[config.mk]
export PLATFORM = sky130hd
export DESIGN_NAME = windowed_frame_rate_meter_flat
export DESIGN_NICKNAME = d
export VERILOG_FILES = /design/src/hw/rtl/wfrm_pkg.sv /design/src/hw/rtl/wfrm_intf.sv /design/src/hw/rtl/wfrm_div.sv /design/src/hw/rtl/wfrm_dpath.sv /design/src/hw/rtl/wfrm_ctrl.sv /design/src/hw/rtl/windowed_frame_rate_meter.sv /design/src/flat_wrapper.sv
export SDC_FILE = /design/constraint.sdc
export NUM_CORES = 2
export LEC_CHECK = 0
export ABC_AREA = 1
export BUFFER_PORTS_ARGS = -buffer_cell sky130_fd_sc_hd__buf_2
export CORE_MARGIN = 10
export CORE_UTILIZATION = 40
export CTS_BUF_LIST = sky130_fd_sc_hd__clkbuf_4
export DETAILED_ROUTE_END_ITERATION = 8
export SETUP_SLACK_MARGIN = 0.2
export SYNTH_ARGS = -nofsm -noshare
export SYNTH_HDL_FRONTEND = slang
export SYNTH_HIERARCHICAL = 1
export SYNTH_SLANG_ARGS = --single-unit
[constraint.sdc]
create_clock -name clk_i -period 10.9 [get_ports clk_i]
set_clock_uncertainty 0.2 [all_clocks]
set_input_delay 0.545 -clock clk_i [delete_from_list [all_inputs] [get_ports clk_i]]
set_output_delay 0.545 -clock clk_i [all_outputs]
set_load 0.01 [all_outputs]
[src/hw/rtl/wfrm_pkg.sv]
// Shared constants and controller/datapath command and status types of the windowed frame rate meter.
// No dependencies.
package wfrm_pkg;

  localparam int TS_W          = 32;
  localparam int FPS_W         = 24;
  localparam int VF_W          = 6;
  localparam int MS_Q8_W       = 18;
  localparam int DEFAULT_WINDOW_FRAMES = 60;

  localparam logic [FPS_W-1:0]   RATE_RESET = 24'd15360;
  localparam logic [FPS_W-1:0]   FPS_MAX    = 24'hFF_FFFF;
  localparam logic [VF_W-1:0]    VF_MAX     = 6'd63;
  localparam logic [MS_Q8_W-1:0] MS_Q8      = 18'd256000;

  typedef struct packed {
    logic capture;
    logic update;
    logic div_start;
    logic out_load;
  } wfrm_cmd_t;

  typedef struct packed {
    logic enable;
    logic rate_ok;
    logic div_done;
  } wfrm_sts_t;

endpackage

[src/hw/rtl/wfrm_intf.sv]
// Valid/ready channel interfaces: frame events in, rate results out, enable writes.
// Depends on wfrm_pkg.
interface wfrm_in_if;
  import wfrm_pkg::*;
  logic            valid;
  logic            ready;
  logic [TS_W-1:0] timestamp_ms;
  modport source (output valid, output timestamp_ms, input ready);
  modport sink   (input valid, input timestamp_ms, output ready);
endinterface

interface wfrm_out_if;
  import wfrm_pkg::*;
  logic             valid;
  logic             ready;
  logic [FPS_W-1:0] fps_q8;
  logic [VF_W-1:0]  frame_count;
  modport source (output valid, output fps_q8, output frame_count, input ready);
  modport sink   (input valid, input fps_q8, input frame_count, output ready);
endinterface

interface wfrm_cfg_if;
  logic valid;
  logic ready;
  logic enable;
  modport source (output valid, output enable, input ready);
  modport sink   (input valid, input enable, output ready);
endinterface

[src/hw/rtl/wfrm_div.sv]
// Restoring divider, one quotient bit per cycle.
// Depends on nothing but its parameters.
module wfrm_div #(
  parameter int NUM_W = 25,
  parameter int DEN_W = 38
) (
  input  logic             clk_i,
  input  logic             rst_ni,
  input  logic             start_i,
  input  logic [NUM_W-1:0] num_i,
  input  logic [DEN_W-1:0] den_i,
  output logic             done_o,
  output logic [NUM_W-1:0] quot_o
);
  localparam int STEP_W = $clog2(NUM_W + 1);

  logic [NUM_W-1:0]  num_q;
  logic [DEN_W-1:0]  rem_q, rem_d;
  logic [DEN_W-1:0]  den_q;
  logic [STEP_W-1:0] step_q;
  logic              busy_q, done_q;
  logic [DEN_W:0]    shifted, diff;
  logic              ge;

  always_comb begin
    shifted = {rem_q, num_q[NUM_W-1]};
    ge      = shifted >= {1'b0, den_q};
    diff    = shifted - {1'b0, den_q};
    rem_d   = ge ? diff[DEN_W-1:0] : shifted[DEN_W-1:0];
  end

  always_ff @(posedge clk_i or negedge rst_ni) begin
    if (!rst_ni) begin
      busy_q <= 1'b0;
      done_q <= 1'b0;
      step_q <= '0;
    end else begin
      done_q <= 1'b0;
      if (start_i) begin
        busy_q <= 1'b1;
        step_q <= STEP_W'(NUM_W);
      end else if (busy_q) begin
        step_q <= step_q - STEP_W'(1);
        if (step_q == STEP_W'(1)) begin
          busy_q <= 1'b0;
          done_q <= 1'b1;
        end
      end
    end
  end

  always_ff @(posedge clk_i) begin
    if (start_i) begin
      num_q <= num_i;
      den_q <= den_i;
      rem_q <= '0;
    end else if (busy_q) begin
      num_q <= {num_q[NUM_W-2:0], ge};
      rem_q <= rem_d;
    end
  end

  assign done_o = done_q;
  assign quot_o = num_q;
endmodule

[src/hw/rtl/wfrm_dpath.sv]
// Datapath: timestamp delta, frame-time ring, window sum and count, rate and result registers.
// Depends on wfrm_pkg and wfrm_div.
module wfrm_dpath #(
  parameter int WINDOW_FRAMES = wfrm_pkg::DEFAULT_WINDOW_FRAMES
) (
  input  logic                       clk_i,
  input  logic                       rst_ni,
  input  logic [wfrm_pkg::TS_W-1:0]  timestamp_i,
  input  logic                       cfg_valid_i,
  input  logic                       cfg_enable_i,
  output logic                       cfg_ready_o,
  input  wfrm_pkg::wfrm_cmd_t        cmd_i,
  output wfrm_pkg::wfrm_sts_t        sts_o,
  output logic [wfrm_pkg::FPS_W-1:0] fps_q8_o,
  output logic [wfrm_pkg::VF_W-1:0]  frame_count_o
);
  import wfrm_pkg::*;

  localparam int IDX_W = $clog2(WINDOW_FRAMES);
  localparam int CNT_W = $clog2(WINDOW_FRAMES + 1);
  localparam int SUM_W = TS_W + $clog2(WINDOW_FRAMES);
  localparam int NUM_W = CNT_W + MS_Q8_W;

  logic                     enable_q;
  logic                     primed_q;
  logic [TS_W-1:0]          prev_q;
  logic [TS_W-1:0]          delta_q;
  logic [TS_W-1:0]          rd_q;
  logic                     rd_vld_q;
  logic [TS_W-1:0]          ring_mem [WINDOW_FRAMES];
  logic [WINDOW_FRAMES-1:0] vld_q;
  logic [IDX_W-1:0]         pos_q;
  logic [SUM_W-1:0]         sum_q;
  logic [CNT_W-1:0]         cnt_q;
  logic [FPS_W-1:0]         rate_q;
  logic [FPS_W-1:0]         fps_q;
  logic [VF_W-1:0]          vf_q;
  logic [TS_W-1:0]          old_val;
  logic [NUM_W-1:0]         num;
  logic                     div_done;
  logic [NUM_W-1:0]         quot;
  logic [NUM_W+FPS_W-1:0]   quot_ext, fps_max_ext;
  logic [CNT_W+VF_W-1:0]    cnt_ext, vf_max_ext;

  assign old_val     = rd_vld_q ? rd_q : '0;
  assign num         = NUM_W'(cnt_q) * NUM_W'(MS_Q8);
  assign quot_ext    = {{FPS_W{1'b0}}, quot};
  assign fps_max_ext = {{NUM_W{1'b0}}, FPS_MAX};
  assign cnt_ext     = {{VF_W{1'b0}}, cnt_q};
  assign vf_max_ext  = {{CNT_W{1'b0}}, VF_MAX};

  always_ff @(posedge clk_i or negedge rst_ni) begin
    if (!rst_ni) begin
      enable_q <= 1'b1;
      primed_q <= 1'b0;
      prev_q   <= '0;
      vld_q    <= '0;
      pos_q    <= '0;
      sum_q    <= '0;
      cnt_q    <= '0;
      rate_q   <= RATE_RESET;
    end else begin
      if (cfg_valid_i) begin
        enable_q <= cfg_enable_i;
      end
      if (cmd_i.capture) begin
        primed_q <= 1'b1;
        prev_q   <= timestamp_i;
      end
      if (cmd_i.update) begin
        vld_q[pos_q] <= 1'b1;
        sum_q <= sum_q - SUM_W'(old_val) + SUM_W'(delta_q);
        cnt_q <= cnt_q - CNT_W'(old_val != '0) + CNT_W'(delta_q != '0);
        pos_q <= (pos_q == IDX_W'(WINDOW_FRAMES - 1)) ? '0 : pos_q + IDX_W'(1);
      end
      if (div_done) begin
        rate_q <= (quot_ext > fps_max_ext) ? FPS_MAX : quot_ext[FPS_W-1:0];
      end
    end
  end

  always_ff @(posedge clk_i) begin
    if (cmd_i.capture) begin
      delta_q  <= primed_q ? timestamp_i - prev_q : '0;
      rd_q     <= ring_mem[pos_q];
      rd_vld_q <= vld_q[pos_q];
    end
    if (cmd_i.update) begin
      ring_mem[pos_q] <= delta_q;
    end
    if (cmd_i.out_load) begin
      fps_q <= rate_q;
      vf_q  <= (cnt_ext > vf_max_ext) ? VF_MAX : cnt_ext[VF_W-1:0];
    end
  end

  wfrm_div #(
    .NUM_W(NUM_W),
    .DEN_W(SUM_W)
  ) u_div (
    .clk_i  (clk_i),
    .rst_ni (rst_ni),
    .start_i(cmd_i.div_start),
    .num_i  (num),
    .den_i  (sum_q),
    .done_o (div_done),
    .quot_o (quot)
  );

  assign cfg_ready_o    = 1'b1;
  assign sts_o.enable   = enable_q;
  assign sts_o.rate_ok  = (sum_q != '0) && (cnt_q != '0);
  assign sts_o.div_done = div_done;
  assign fps_q8_o       = fps_q;
  assign frame_count_o  = vf_q;
endmodule

[src/hw/rtl/wfrm_ctrl.sv]
// Controller: sequences capture, ring update, division and result load for each frame beat.
// Depends on wfrm_pkg.
module wfrm_ctrl (
  input  logic                clk_i,
  input  logic                rst_ni,
  input  logic                in_valid_i,
  output logic                in_ready_o,
  output logic                out_valid_o,
  input  logic                out_ready_i,
  input  wfrm_pkg::wfrm_sts_t sts_i,
  output wfrm_pkg::wfrm_cmd_t cmd_o
);
  import wfrm_pkg::*;

  typedef enum logic [2:0] {
    S_IDLE,
    S_UPD,
    S_CHECK,
    S_DIV,
    S_EMIT
  } state_e;

  state_e state_q;
  logic   out_valid_q;
  logic   load;

  assign load = (state_q == S_EMIT) && (!out_valid_q || out_ready_i);

  always_comb begin
    cmd_o.capture   = (state_q == S_IDLE) && in_valid_i && sts_i.enable;
    cmd_o.update    = (state_q == S_UPD);
    cmd_o.div_start = (state_q == S_CHECK) && sts_i.rate_ok;
    cmd_o.out_load  = load;
  end

  always_ff @(posedge clk_i or negedge rst_ni) begin
    if (!rst_ni) begin
      state_q     <= S_IDLE;
      out_valid_q <= 1'b0;
    end else begin
      if (load) begin
        out_valid_q <= 1'b1;
      end else if (out_ready_i) begin
        out_valid_q <= 1'b0;
      end
      unique case (state_q)
        S_IDLE: begin
          if (in_valid_i) begin
            state_q <= sts_i.enable ? S_UPD : S_EMIT;
          end
        end
        S_UPD: begin
          state_q <= S_CHECK;
        end
        S_CHECK: begin
          state_q <= sts_i.rate_ok ? S_DIV : S_EMIT;
        end
        S_DIV: begin
          if (sts_i.div_done) begin
            state_q <= S_EMIT;
          end
        end
        S_EMIT: begin
          if (load) begin
            state_q <= S_IDLE;
          end
        end
        default: begin
          state_q <= S_IDLE;
        end
      endcase
    end
  end

  assign in_ready_o  = (state_q == S_IDLE);
  assign out_valid_o = out_valid_q;
endmodule

[src/hw/rtl/windowed_frame_rate_meter.sv]
// Top level of the windowed frame rate meter: controller plus datapath.
// Depends on wfrm_pkg, wfrm_intf, wfrm_ctrl and wfrm_dpath.
//
//   channel   dir  handshake           payload
//   cfg_i     in   valid/ready         enable (1 bit)
//   frame_i   in   valid/ready         timestamp_ms (32 bits)
//   rate_o    out  valid/ready         fps_q8 (24 bits), frame_count (6 bits)
//
// A frame beat runs through the idle and emit states when disabled, through idle, update,
// check and emit when the window sum is zero, and otherwise also through a division by the
// restoring divider that retires one quotient bit per cycle.
// Reset clears the ring through per-entry valid bits; no clearing pass is needed.
// The next frame beat is taken while a result waits in the output register; it
// holds in the emit state until that result is taken.
// Configuration writes are always accepted.
module windowed_frame_rate_meter #(
  parameter int WINDOW_FRAMES = wfrm_pkg::DEFAULT_WINDOW_FRAMES
) (
  input  logic        clk_i,
  input  logic        rst_ni,
  wfrm_cfg_if.sink    cfg_i,
  wfrm_in_if.sink     frame_i,
  wfrm_out_if.source  rate_o
);
  import wfrm_pkg::*;

  wfrm_cmd_t cmd;
  wfrm_sts_t sts;

  wfrm_ctrl u_ctrl (
    .clk_i      (clk_i),
    .rst_ni     (rst_ni),
    .in_valid_i (frame_i.valid),
    .in_ready_o (frame_i.ready),
    .out_valid_o(rate_o.valid),
    .out_ready_i(rate_o.ready),
    .sts_i      (sts),
    .cmd_o      (cmd)
  );

  wfrm_dpath #(
    .WINDOW_FRAMES(WINDOW_FRAMES)
  ) u_dpath (
    .clk_i         (clk_i),
    .rst_ni        (rst_ni),
    .timestamp_i   (frame_i.timestamp_ms),
    .cfg_valid_i   (cfg_i.valid),
    .cfg_enable_i  (cfg_i.enable),
    .cfg_ready_o   (cfg_i.ready),
    .cmd_i         (cmd),
    .sts_o         (sts),
    .fps_q8_o      (rate_o.fps_q8),
    .frame_count_o (rate_o.frame_count)
  );
endmodule
[src/flat_wrapper.sv]
// flat-port wrapper written by rule: the top's interface ports become plain ports
module windowed_frame_rate_meter_flat import wfrm_pkg::*;
#(
  parameter int WINDOW_FRAMES = wfrm_pkg::DEFAULT_WINDOW_FRAMES
)
  (clk_i, rst_ni, cfg_i_valid, cfg_i_enable, cfg_i_ready, frame_i_valid, frame_i_timestamp_ms, frame_i_ready, rate_o_valid, rate_o_fps_q8, rate_o_frame_count, rate_o_ready);
  wfrm_cfg_if cfg_i_i ();
  wfrm_in_if frame_i_i ();
  wfrm_out_if rate_o_i ();
  input  logic clk_i;
  input  logic rst_ni;
  input wire logic [$bits(cfg_i_i.valid)-1:0] cfg_i_valid;
  input wire logic [$bits(cfg_i_i.enable)-1:0] cfg_i_enable;
  output wire logic [$bits(cfg_i_i.ready)-1:0] cfg_i_ready;
  input wire logic [$bits(frame_i_i.valid)-1:0] frame_i_valid;
  input wire logic [$bits(frame_i_i.timestamp_ms)-1:0] frame_i_timestamp_ms;
  output wire logic [$bits(frame_i_i.ready)-1:0] frame_i_ready;
  output wire logic [$bits(rate_o_i.valid)-1:0] rate_o_valid;
  output wire logic [$bits(rate_o_i.fps_q8)-1:0] rate_o_fps_q8;
  output wire logic [$bits(rate_o_i.frame_count)-1:0] rate_o_frame_count;
  input wire logic [$bits(rate_o_i.ready)-1:0] rate_o_ready;
  assign cfg_i_i.valid = cfg_i_valid;
  assign cfg_i_i.enable = cfg_i_enable;
  assign cfg_i_ready = cfg_i_i.ready;
  assign frame_i_i.valid = frame_i_valid;
  assign frame_i_i.timestamp_ms = frame_i_timestamp_ms;
  assign frame_i_ready = frame_i_i.ready;
  assign rate_o_valid = rate_o_i.valid;
  assign rate_o_fps_q8 = rate_o_i.fps_q8;
  assign rate_o_frame_count = rate_o_i.frame_count;
  assign rate_o_i.ready = rate_o_ready;
  windowed_frame_rate_meter #(.WINDOW_FRAMES(WINDOW_FRAMES)) u_core (.clk_i(clk_i), .rst_ni(rst_ni), .cfg_i(cfg_i_i), .frame_i(frame_i_i), .rate_o(rate_o_i));
endmodule
==> results_tabular.tex <==
\begin{tabular}{lr}
\hline
Metric & Value \\
\hline
\multicolumn{2}{l}{\textbf{Run status}} \\
\quad Result of the run & finished, final reports clean \\
\multicolumn{2}{l}{\textbf{Timing}} \\
\quad Minimum setup slack in the final design & 5.886 ns \\
\quad Max Freq & 199.4 MHz \\
\quad Unrepaired setup endpoints after global routing & no \\
\quad Final critical path time including I/O delays and setup & 5.014 ns \\
\quad Hold violation count in the final report & 0 \\
\quad Number of pins exceeding their max-slew limit in the final report & 0 \\
\quad Worst-Margin Slew & 1.291 ns \\
\quad Headroom to the max-slew limit & 13.04\% \\
\quad Total Negative Setup Slacks & 0 ns \\
\quad Number of failing setup endpoints in the final timing report & 0 \\
\quad Crit share post-route & 46.00\% \\
\quad Smallest hold slack & 0.1183 ns \\
\multicolumn{2}{l}{\textbf{Synth}} \\
\quad Most used flip-flop cell after synthesis & sky130\_fd\_sc\_hd\_\_edfxtp\_1 \\
\quad Mean post-synth cell area & 11.69 µm² \\
\quad Number of flops mapped to enable cells by yosys & 2,077 \\
\quad Number of synthesized register bits & 2,294 \\
\quad Synth Cell Area & 96,010 µm² \\
\quad Warnings from Yosys & 6 \\
\quad Unique masters post-synth & 53 \\
\quad Synth async-reset ratio & 7.803\% \\
\quad Gate count of the mapped netlist & 8,213 \\
\quad Share of synthesized area occupied by flip-flops and latches & 70.42\% \\
\multicolumn{2}{l}{\textbf{Worst setup path}} \\
\quad Required @ worst endpoint & 11.76 ns \\
\quad Critical Path Start Type & flip-flop \\
\quad Largest incremental delay on the critical path & 0.75 ns \\
\quad CP cell instances & inv\_2 -> buf\_4 -> nor2\_4 -> buf\_4 -> buf\_12 -> buf\_4 -> nand2\_1 -> nand3\_1 -> o21bai\_1 -> nand2\_1 -> nor2\_1 -> nand2\_1 \\
\quad Worst Path Class, Setup & reg -> reg \\
\quad Type of destination of the critical path & flip-flop \\
\quad Data arrival time of the critical path & 5.88 ns \\
\quad Master of the slowest instance on the critical path & sky130\_fd\_sc\_hd\_\_nor2\_1 \\
\quad Peak fanout along the critical path & 100 \\
\multicolumn{2}{l}{\textbf{Die}} \\
\quad Row count & 179 \\
\quad Top Ports & 71 \\
\quad Initial cell density of the core & 40.29\% \\
\quad Area of the core & 238,300 µm² \\
\quad Horizontal die dimension & 509.9 µm \\
\quad Total die area & 260,000 µm² \\
\quad Vertical die dimension & 509.9 µm \\
\multicolumn{2}{l}{\textbf{Clock network}} \\
\quad Sink count of the clock tree & 2,294 \\
\quad Clock buffers created by TritonCTS & 597 \\
\quad Worst-Skew Late Latency & 1.44 ns \\
\quad Clock tree from TritonCTS & yes \\
\quad Clock buffer depth & 4 \\
\quad CTS clock-pin slew for the worst setup and hold paths & 0.06 ns \\
\quad Cell at the root of the clock tree & sky130\_fd\_sc\_hd\_\_clkbuf\_4 \\
\quad Deepest level of the CTS H-tree & 6 \\
\quad Number of setup buffers added after CTS & 0 \\
\multicolumn{2}{l}{\textbf{GRT}} \\
\quad GRT Residual Overflow & 0 \\
\quad Total routing usage reported by global routing & 22.39\% \\
\quad First-pass GRT wire length & 433,900 µm \\
\quad Number of global-route vias before repair & 65,630 \\
\quad Antenna violations before repair & 19 \\
\quad Largest net degree at the start of global routing & 123 \\
\multicolumn{2}{l}{\textbf{Power}} \\
\quad Power density over cell area & 244.8 nW/µm² \\
\quad Total design power & 0.02658 W \\
\quad Leakage component of the power & 41.56 nW \\
\quad Worst-case vdd ir drop & 181.8 µV \\
\multicolumn{2}{l}{\textbf{Drt}} \\
\quad DRC marker count from the first detailed-route iteration & 8,098 \\
\quad Detail-routed net length per standard cell & 24.18 µm \\
\quad Total length of routed wires & 298,600 µm \\
\quad Total iterations of the first detailed-routing run & 5 \\
\quad Count of unresolved DRC violations after routing & 0 \\
\quad Vias post-DR & 66,680 \\
\quad Avg Vias per Cell & 5.400 \\
\quad DRT antenna net count & 0 \\
\multicolumn{2}{l}{\textbf{Run}} \\
\quad Max Cap Viol & 0 \\
\multicolumn{2}{l}{\textbf{Place}} \\
\quad Post-detailed-placement half-perimeter wirelength & 170,000 µm \\
\quad Buffers on Ports & 69 \\
\quad Placer Congestion & 0.8865 \\
\quad Minimum setup slack after placement & 6.099 ns \\
\multicolumn{2}{l}{\textbf{Hold path}} \\
\quad Worst min-delay path class & in -> reg \\
\multicolumn{2}{l}{\textbf{Final layout}} \\
\quad Relative area change from synthesis to final layout & 13.09\% \\
\quad Commonest cells after routing, fill and taps aside & sky130\_fd\_sc\_hd\_\_nand2\_1, sky130\_fd\_sc\_hd\_\_edfxtp\_1, sky130\_fd\_sc\_hd\_\_clkbuf\_4, sky130\_fd\_sc\_hd\_\_inv\_1, sky130\_fd\_sc\_hd\_\_o21ai\_0 \\
\quad Share of layout cells above drive strength 1 & 14.23\% \\
\quad Post-layout nets & 9,037 \\
\quad Commonest non-fill, non-tap cell in the layout & sky130\_fd\_sc\_hd\_\_nand2\_1 \\
\quad Final Util & 45.57\% \\
\hline
\end{tabular}
==> critical path: cells and delay by family, from the launching register on <==
kind	cells	cell delay [ns]
compound gates	1	0.29
buf+inv	5	2.10
flops	1	0.40
simple gates	6	1.31
==> cell families (layout without fill, tap and decap cells) <==
kind of cell	Yosys count	in the layout	share of synthesized area, %
AOI/OAI and AO/OA	944	944	5.748
buffers and inverters	1033	1975	4.317
DFF	2294	2294	70.42
adders and majority gates	193	193	2.890
muxes	25	25	0.2932
other	2	27	0.007822
xor gates and xnor gates	49	49	0.4470
and+or+nand+nor	3673	3673	15.87
==> registers in the layout (all words and copies together), names as in the netlist <==
| register | cells |
|---|---|
| u_core/u_dpath/u_div/step_q | 5 |
| u_core/u_dpath/enable_q | 1 |
| u_core/u_dpath/rate_q | 24 |
| u_core/u_dpath/vld_q | 60 |
| u_core/u_dpath/rd_vld_q | 1 |
| u_core/u_dpath/primed_q | 1 |
| u_core/u_dpath/fps_q8_o | 24 |
| u_core/u_ctrl/out_valid_o | 1 |
| u_core/u_dpath/sum_q | 38 |
| u_core/u_dpath/rd_q | 32 |
| u_core/u_ctrl/state_q | 3 |
| u_core/u_dpath/u_div/busy_q | 1 |
| u_core/u_dpath/pos_q | 6 |
| u_core/u_dpath/u_div/quot_o | 24 |
| u_core/u_dpath/u_div/done_o | 1 |
| u_core/u_dpath/u_div/rem_q | 38 |
| u_core/u_dpath/prev_q | 32 |
| u_core/u_dpath/cnt_q | 6 |
| u_core/u_dpath/frame_count_o | 6 |
| u_core/u_dpath/u_div/den_q | 38 |
| u_core/u_dpath/delta_q | 32 |
| u_core/u_dpath/ring_mem | 1920 |
==> power by group <==
part	internal [W]	total [W]	switching [W]
sequential	0.0105	0.0108	0.000279
clock	0.00370	0.00711	0.00341
combinational	0.00232	0.00869	0.00637
==> what timing repair did <==
item | 4_1_cts | 5_1_grt
endpoints found under the hold margin | 312 | 0
hold buffers | 74 | 0
gates resized for setup | 0 | 0
==> final timing paths <==
path                                                       start  slack, ns  cells after the start                                       end
max                          u_core/u_dpath/pos_q[0]$_DFFE_PN0P_       5.89                     12         u_core/u_dpath/rd_q[13]$_DFFE_PP_
min                                     frame_i_timestamp_ms[12]       0.12                      4  u_core/u_dpath/delta_q[12]$_SDFFCE_PN0P_
max reg2reg                  u_core/u_dpath/pos_q[0]$_DFFE_PN0P_       5.89                     12         u_core/u_dpath/rd_q[13]$_DFFE_PP_
min reg2reg                u_core/u_dpath/rate_q[18]$_DFFE_PN0P_       0.23                      0     u_core/u_dpath/fps_q8_o[18]$_DFFE_PP_
max in group asynchronous                                 rst_ni       9.37                      4       u_core/u_dpath/pos_q[0]$_DFFE_PN0P_
min in group asynchronous                                 rst_ni       0.17                      4     u_core/u_ctrl/out_valid_o$_DFFE_PN0P_
==> synthesized netlist by cell type (20+ instances only) <==
cell type                  count  share of area [%]
sky130_fd_sc_hd__o22ai_1      40               0.26
sky130_fd_sc_hd__or2_2        31               0.20
sky130_fd_sc_hd__a21oi_1     221                1.2
sky130_fd_sc_hd__dfrtp_1     174                4.5
sky130_fd_sc_hd__xnor2_1      36               0.33
sky130_fd_sc_hd__fa_1         48                1.0
sky130_fd_sc_hd__o21ai_0     394                2.1
sky130_fd_sc_hd__o21bai_1     23               0.18
sky130_fd_sc_hd__nand3b_1     20               0.16
sky130_fd_sc_hd__dfxtp_1      38               0.79
sky130_fd_sc_hd__nand4_1     268                1.7
sky130_fd_sc_hd__edfxtp_1   2077                 65
sky130_fd_sc_hd__a22oi_1     197                1.5
sky130_fd_sc_hd__nand3_1     330                1.7
sky130_fd_sc_hd__nor3_1       32               0.17
sky130_fd_sc_hd__nor2_1      450                1.8
sky130_fd_sc_hd__buf_2       143               0.75
sky130_fd_sc_hd__mux2_2       25               0.29
sky130_fd_sc_hd__ha_1        145                1.9
sky130_fd_sc_hd__clkbuf_1    146               0.57
sky130_fd_sc_hd__inv_1       701                2.7
sky130_fd_sc_hd__nand2_1    2482                9.7
==> through the flow <==
stage	instance area, µm²	std cells
2_1_floorplan	96050	8223
3_3_place_gp	100800	11300
3_5_place_dp	100800	11300
4_1_cts	108500	12330
5_1_grt	108600	12340
6_report	108600	12350
==> cell type report <==
type                            count  area (µm²)
Fill cell                       21840      129700
Clock buffer                      852        6396
Antenna cell                       15       37.54
Clock inverter                    106       596.8
Inverter                          711        2690
Sequential cell                  2294       67620
Multi-Input combinational cell   4896       24830
Tap cell                         3167        3963
Timing Repair Buffer              306        2449
==> routing by layer <==
layer / vias to the layer above / track usage [%] / share of wire, %
met1: 32730 / 30.14 / 40
li1: 29970 / - / -
met2: 3423 / 35.52 / 46
met4: 12 / 8.861 / 3.7
met5: - / 0 / 0.025
met3: 548 / 4.785 / 9.9
No activity file was read; power rests on OpenSTA's default activity.
